### config.mk
export PLATFORM = sky130hd
export DESIGN_NAME = fltw_ctrl
export DESIGN_NICKNAME = d
export VERILOG_FILES = /design/src/hdl/fltw_pkg.sv /design/src/hdl/fltw_ctrl.sv
export SDC_FILE = /design/constraint.sdc
export NUM_CORES = 1
export LEC_CHECK = 0
export BUFFER_PORTS_ARGS = -buffer_cell sky130_fd_sc_hd__buf_2
export CAP_MARGIN = 20
export CORE_AREA = 2 2 39 41
export CTS_BUF_LIST = sky130_fd_sc_hd__clkbuf_8
export DETAILED_ROUTE_END_ITERATION = 6
export DIE_AREA = 0 0 41 43
export GPL_TIMING_DRIVEN = 0
export HOLD_SLACK_MARGIN = 0.06
export PLACE_DENSITY = 0.53
export SYNTH_ARGS = -nofsm -noshare
export SYNTH_HDL_FRONTEND = slang
export SYNTH_SLANG_ARGS = --single-unit
### constraint.sdc
create_clock -name clk_i -period 1.5 [get_ports clk_i]
set_clock_uncertainty 0.1 [all_clocks]
set_input_delay 0.15 -clock clk_i [delete_from_list [all_inputs] [get_ports clk_i]]
set_output_delay 0.15 -clock clk_i [all_outputs]
set_load 0.02 [all_outputs]
### src/hdl/fltw_pkg.sv
// Package: shared types, codes and helpers for the four-level table walker.
package fltw_pkg;

  // Fixed geometry of one table and of one entry
  localparam int unsigned ENTRIES_PER_TABLE = 512;
  localparam int unsigned IDX_W             = 9;
  localparam int unsigned ENTRY_W           = 64;
  localparam int unsigned FRAME_LSB         = 12;
  localparam int unsigned FRAME_MSB         = 50;
  localparam int unsigned FRAME_W           = FRAME_MSB - FRAME_LSB + 1;
  localparam int unsigned VA_W              = 48;
  localparam int unsigned VPN_W             = VA_W - FRAME_LSB;
  localparam int unsigned ROOT_W            = 7;
  localparam int unsigned WORD_W            = 16;
  localparam int unsigned LEVEL_W           = 2;
  localparam int unsigned OP_W              = 2;
  localparam int unsigned CMD_W             = 2;

  // Entry flag bit positions
  localparam int unsigned BIT_PRESENT    = 0;
  localparam int unsigned BIT_WRITABLE   = 1;
  localparam int unsigned BIT_SUPERVISOR = 2;
  localparam int unsigned BIT_NOEXEC     = 63;

  // Top level of the walk
  localparam logic [LEVEL_W-1:0] TOP_LEVEL = 2'd3;

  // Command codes; the unused code behaves as a read walk
  typedef enum logic [CMD_W-1:0] {
    CMD_WRITE  = 2'd0,
    CMD_READ   = 2'd1,
    CMD_UPDATE = 2'd2
  } cmd_e;

  // Flag operation codes; the unused code keeps the bit
  typedef enum logic [OP_W-1:0] {
    OP_KEEP  = 2'd0,
    OP_SET   = 2'd1,
    OP_CLEAR = 2'd2
  } flag_op_e;

  typedef enum logic [OP_W-1:0] {
    EX_KEEP       = 2'd0,
    EX_EXECUTABLE = 2'd1,
    EX_NO_EXECUTE = 2'd2
  } exec_op_e;

  // Controller states
  typedef enum logic [2:0] {
    ST_IDLE,
    ST_WRITE,
    ST_CHECK,
    ST_READ,
    ST_DONE
  } state_e;

  // Controller to datapath commands
  typedef struct packed {
    logic load_in;     // capture an input beat, start at root frame
    logic do_write;    // perform the table word write, set result
    logic walk_oor;    // walk left the store, set out-of-range result
    logic issue_read;  // read entry at current frame and level
    logic step_down;   // follow frame bits of the entry just read
    logic finish;      // target entry read: update if asked, set result
    logic out_load;    // move result into the output register
  } dp_cmd_t;

  // Datapath to controller status
  typedef struct packed {
    logic in_is_write; // incoming beat carries a write command
    logic frame_oor;   // current frame lies beyond the store
    logic at_level;    // current level is the requested one
  } dp_sts_t;

  // Set, clear or keep one flag bit
  function automatic logic [ENTRY_W-1:0] apply_flag(input logic [ENTRY_W-1:0] v,
                                                   input logic [OP_W-1:0] op,
                                                   input logic [5:0] pos);
    logic [ENTRY_W-1:0] r;
    r = v;
    case (op)
      OP_SET:   r[pos] = 1'b1;
      OP_CLEAR: r[pos] = 1'b0;
      default:  r = v;
    endcase
    return r;
  endfunction

  // No-execute bit: executable clears it, no-execute sets it
  function automatic logic [ENTRY_W-1:0] apply_exec(input logic [ENTRY_W-1:0] v,
                                                   input logic [OP_W-1:0] op);
    logic [ENTRY_W-1:0] r;
    r = v;
    case (op)
      EX_EXECUTABLE: r[BIT_NOEXEC] = 1'b0;
      EX_NO_EXECUTE: r[BIT_NOEXEC] = 1'b1;
      default:       r = v;
    endcase
    return r;
  endfunction

endpackage

### src/hdl/fltw_ctrl.sv
// Controller state machine sequencing writes and table walks.
module fltw_ctrl (
  input  logic               clk_i,
  input  logic               rst_ni,
  input  logic               s_axis_tvalid,
  output logic               s_axis_tready,
  output logic               m_axis_tvalid,
  input  logic               m_axis_tready,
  input  fltw_pkg::dp_sts_t  sts_i,
  output fltw_pkg::dp_cmd_t  cmd_o
);

  fltw_pkg::state_e state_q, state_d;
  logic             out_valid_q, out_valid_d;
  logic             out_free;
  logic             in_accept;

  assign out_free      = !out_valid_q || m_axis_tready;
  assign s_axis_tready = (state_q == fltw_pkg::ST_IDLE);
  assign in_accept     = s_axis_tvalid && s_axis_tready;
  assign m_axis_tvalid = out_valid_q;

  // Next state
  always_comb begin
    state_d = state_q;
    case (state_q)
      fltw_pkg::ST_IDLE: begin
        if (in_accept) begin
          state_d = sts_i.in_is_write ? fltw_pkg::ST_WRITE : fltw_pkg::ST_CHECK;
        end
      end
      fltw_pkg::ST_WRITE: state_d = fltw_pkg::ST_DONE;
      fltw_pkg::ST_CHECK: begin
        state_d = sts_i.frame_oor ? fltw_pkg::ST_DONE : fltw_pkg::ST_READ;
      end
      fltw_pkg::ST_READ: begin
        state_d = sts_i.at_level ? fltw_pkg::ST_DONE : fltw_pkg::ST_CHECK;
      end
      fltw_pkg::ST_DONE: begin
        if (out_free) begin
          state_d = fltw_pkg::ST_IDLE;
        end
      end
      default: state_d = fltw_pkg::ST_IDLE;
    endcase
  end

  // Datapath commands
  always_comb begin
    cmd_o = '0;
    case (state_q)
      fltw_pkg::ST_IDLE:  cmd_o.load_in  = in_accept;
      fltw_pkg::ST_WRITE: cmd_o.do_write = 1'b1;
      fltw_pkg::ST_CHECK: begin
        cmd_o.walk_oor   = sts_i.frame_oor;
        cmd_o.issue_read = !sts_i.frame_oor;
      end
      fltw_pkg::ST_READ: begin
        cmd_o.finish    = sts_i.at_level;
        cmd_o.step_down = !sts_i.at_level;
      end
      fltw_pkg::ST_DONE:  cmd_o.out_load = out_free;
      default:            cmd_o = '0;
    endcase
  end

  // Output valid flag
  always_comb begin
    out_valid_d = out_valid_q;
    if (m_axis_tready) begin
      out_valid_d = 1'b0;
    end
    if (cmd_o.out_load) begin
      out_valid_d = 1'b1;
    end
  end

  always_ff @(posedge clk_i or negedge rst_ni) begin
    if (!rst_ni) begin
      state_q     <= fltw_pkg::ST_IDLE;
      out_valid_q <= 1'b0;
    end else begin
      state_q     <= state_d;
      out_valid_q <= out_valid_d;
    end
  end

  // Checks
  a_load_sets_valid: assert property (@(posedge clk_i) disable iff (!rst_ni)
    cmd_o.out_load |=> out_valid_q)
    else $error("result load did not raise output valid");

  a_accept_leaves_idle: assert property (@(posedge clk_i) disable iff (!rst_ni)
    in_accept |=> state_q != fltw_pkg::ST_IDLE)
    else $error("accepted beat did not start work");

  a_descend_rechecks: assert property (@(posedge clk_i) disable iff (!rst_ni)
    cmd_o.step_down |=> state_q == fltw_pkg::ST_CHECK)
    else $error("walk step did not return to frame check");

  a_one_cmd: assert property (@(posedge clk_i) disable iff (!rst_ni)
    $onehot0(cmd_o))
    else $error("more than one datapath command in a cycle");

endmodule

==> results.cfg <==
[run_status]
outcome = finished, violations left
violations = negative setup slack

[cells_and_area]
multi_input_area_sq_um = 214.0
n_antenna_cell = 0
final_cell_area_sq_um = 554.3
num-fill-cells = 135
final_cell_mix = 9 x buf_2, 6 x buf_4, 4 x dfrtp_1, 4 x buf_6, 3 x clkbuf_8
syn_to_final_growth_pct = 88.51
finish.utilization = 0.4005
final_common_cell = buf_2
nNetsFinal = 59
register_area_sq_um = 100.1
drive_above_1_share = 0.6400

[drt]
num_vias = 306
post_drt_wl_per_cell_um = 12.82
drtIter0Drc = 5
dr.pass1.iters = 3
via_per_inst = 4.636
drc = 0
ant_nets = 0
wirelength_um = 846

[worst_setup_path]
crit_start = state_q[0]$_DFFE_PN0P_
crit_path_end = cmd_o[6]
endpoint_kind = output pin
regToRegSetupSlack_ns = 0.11
path_class = flop to output pin
crit_required_ns = 1.25
cp-start-kind = flop
reg2reg_to = state_q[1]$_DFFE_PN0P_
r2r_start = state_q[0]$_DFFE_PN0P_
rr_worst_depth = 4
crit_path_max_fanout = 8
crit_arrival_ns = 1.30

[global_routing]
grt_max_degree = 11
grt_usage = 0.1226
grt_pass1_vias = 315
grt_pass1_wl_um = 1421
overflow = 0
grt_antenna_before_repair = 0

[power_and_ir_drop]
peakVddDrop_uv = 821.9
pwr_density_cell_nw_per_um2 = 2113
power.leakage_nw = 0.2653

[timing]
max_freq_mhz = 646.0
period_share = 1.032
max_slew_margin = 0.8276
rsz0062_at_grt = yes
finalWorstSetupSlack_ns = -0.04795
setup_viol = 3
final_hold_viol_count = 0
slew_viol_final = 0
fin_crit_ns = 1.548
worst_slew_pin_slew_ns = 0.2575

[floorplan]
io_pins = 16
die_h_um = 43
rows = 14
die_area_sq_um = 1763
initial_core_util = 0.2125
die_w_um = 41
coreArea_sq_um = 1384

[yosys]
yosysUniqueCellTypes = 23
ys_ff_latch = 4
netlist.area_leader.share = 0.3404
syn_nets = 36
ys_async_sr_fraction = 1.000
synth_cells = 29
synthSimpleGateAreaFrac = 0.4340
ys_top_cells_by_area = dfrtp_1 34%, and4bb_4 5.5%, buf_4 5.1%
synth_top_family_by_area = simple AND/OR/NAND/NOR gates
ys_seq_area_frac = 0.3404
synth.largest_area_cell = dfrtp_1
synthXorXnorAreaFrac = 0
synth-main-ff-cell = dfrtp_1
syn_avg_cell_area_sq_um = 10.14
synthAdderAreaFrac = 0
synth_compound_area_frac = 0.1064
syn-cell-area_sq_um = 294.0
synth_edf_count = 0
synthMuxAreaShare = 0
yosysWarnings = 0

[placement]
dp_hpwl_um = 502.3
postPlaceCellArea_sq_um = 394.1
numPortBuffers = 15
routabilityCongestion = 0.6455

[clock_network]
cts.clk_slew.worst_paths_ns = 0.03
insertion_delay_ns = 0.21
numCtsBuffers = 3
htreeDepth = 1
root_buffer = clkbuf_8
cts_tree = yes
max-clock-path-buffers = 2
cts_sinks = 4

[hold_path]
hold_class = primary input to flop

[run]
maxCapViolations = 0
==> layer usage <==
metal | track usage | up-vias | routed length [um]
met3 | 0.03141 | 0 | 70
met2 | 0.2000 | 15 | 420
met1 | 0.1484 | 141 | 356
met4 | 0.04000 | 0 | 0
li1 | - | 150 | -
met5 | 0 | - | 0
==> through the flow <==
stage	setup WS [ns]	TNS (ns)	cells	power (W)	hold WS (ns)
floorplan	0.0008140	0	29	0.0005652	-0.2456
finish	-0.04795	-0.08403	66	0.001171	0.1220
global route	-0.1041	-0.3371	66	0.001262	0.1344
detailed placement	0.01715	0	60	0.0006961	-0.1410
CTS	-0.03917	-0.08428	67	0.001108	0.1204
global placement	0.004956	0	60	0.0007000	-0.1405
==> synthesized netlist by cell type (2+ instances only) <==
cell type,number
buf_4,2
dfrtp_1,4
nor3_1,2
nand2b_1,2
==> power by group <==
part	internal, W	total, W	switching (W)
registers	0.000157	0.000198	0.0000410
logic	0.000389	0.000751	0.000362
clock network	0.000171	0.000222	0.0000517
==> logic make-up after synthesis <==
family                 count (synthesis)
AND/OR/NAND/NOR                       16
AO/OA/AOI/OAI                          4
flip-flops                             4
buffers and inverters                  5
==> critical path, stage by stage, from the launching register on <==
cell     delay (ns)
dfrtp_1        0.38
buf_6          0.13
buf_8          0.13
nor3_4         0.18
and2_4         0.16
buf_6          0.11
==> final cells by class <==
type / instances / share of cell area
Multi-Input combinational cell: 20 / 0.3860
Sequential cell: 4 / 0.1806
Tap cell: 16 / 0.03612
Inverter: 1 / 0.006772
Clock buffer: 3 / 0.07449
Timing Repair Buffer: 20 / 0.2754
Buffer: 2 / 0.04063
==> how the worst min path moves through the flow <==
| stage | start | end | slack [ns] | depth (start not counted) |
|---|---|---|---|---|
| after floorplan | rst_ni | m_axis_tvalid$_DFFE_PN0P_ | -0.25 | 0 |
| after global placement | rst_ni | m_axis_tvalid$_DFFE_PN0P_ | -0.14 | 1 |
| after detailed placement | rst_ni | m_axis_tvalid$_DFFE_PN0P_ | -0.14 | 1 |
| after CTS | sts_i[2] | state_q[0]$_DFFE_PN0P_ | 0.12 | 3 |
| after global routing | sts_i[2] | state_q[0]$_DFFE_PN0P_ | 0.13 | 3 |
| final | sts_i[2] | state_q[0]$_DFFE_PN0P_ | 0.12 | 3 |
==> registers in the layout, indices dropped and copies added, names as in the netlist <==
signal / count
m_axis_tvalid: 1
state_q: 3
==> repair_timing <==
| item | CTS | global route |
|---|---|---|
| hold endpoints to repair | 4 | 0 |
| pin swaps | 3 | 2 |
| resized for setup | 16 | 9 |
| hold buffers | 1 | 0 |
| buffers inserted | 4 | 0 |
| endpoints found under the setup margin | 2 | 9 |
(Power assumes the default switching activity.)
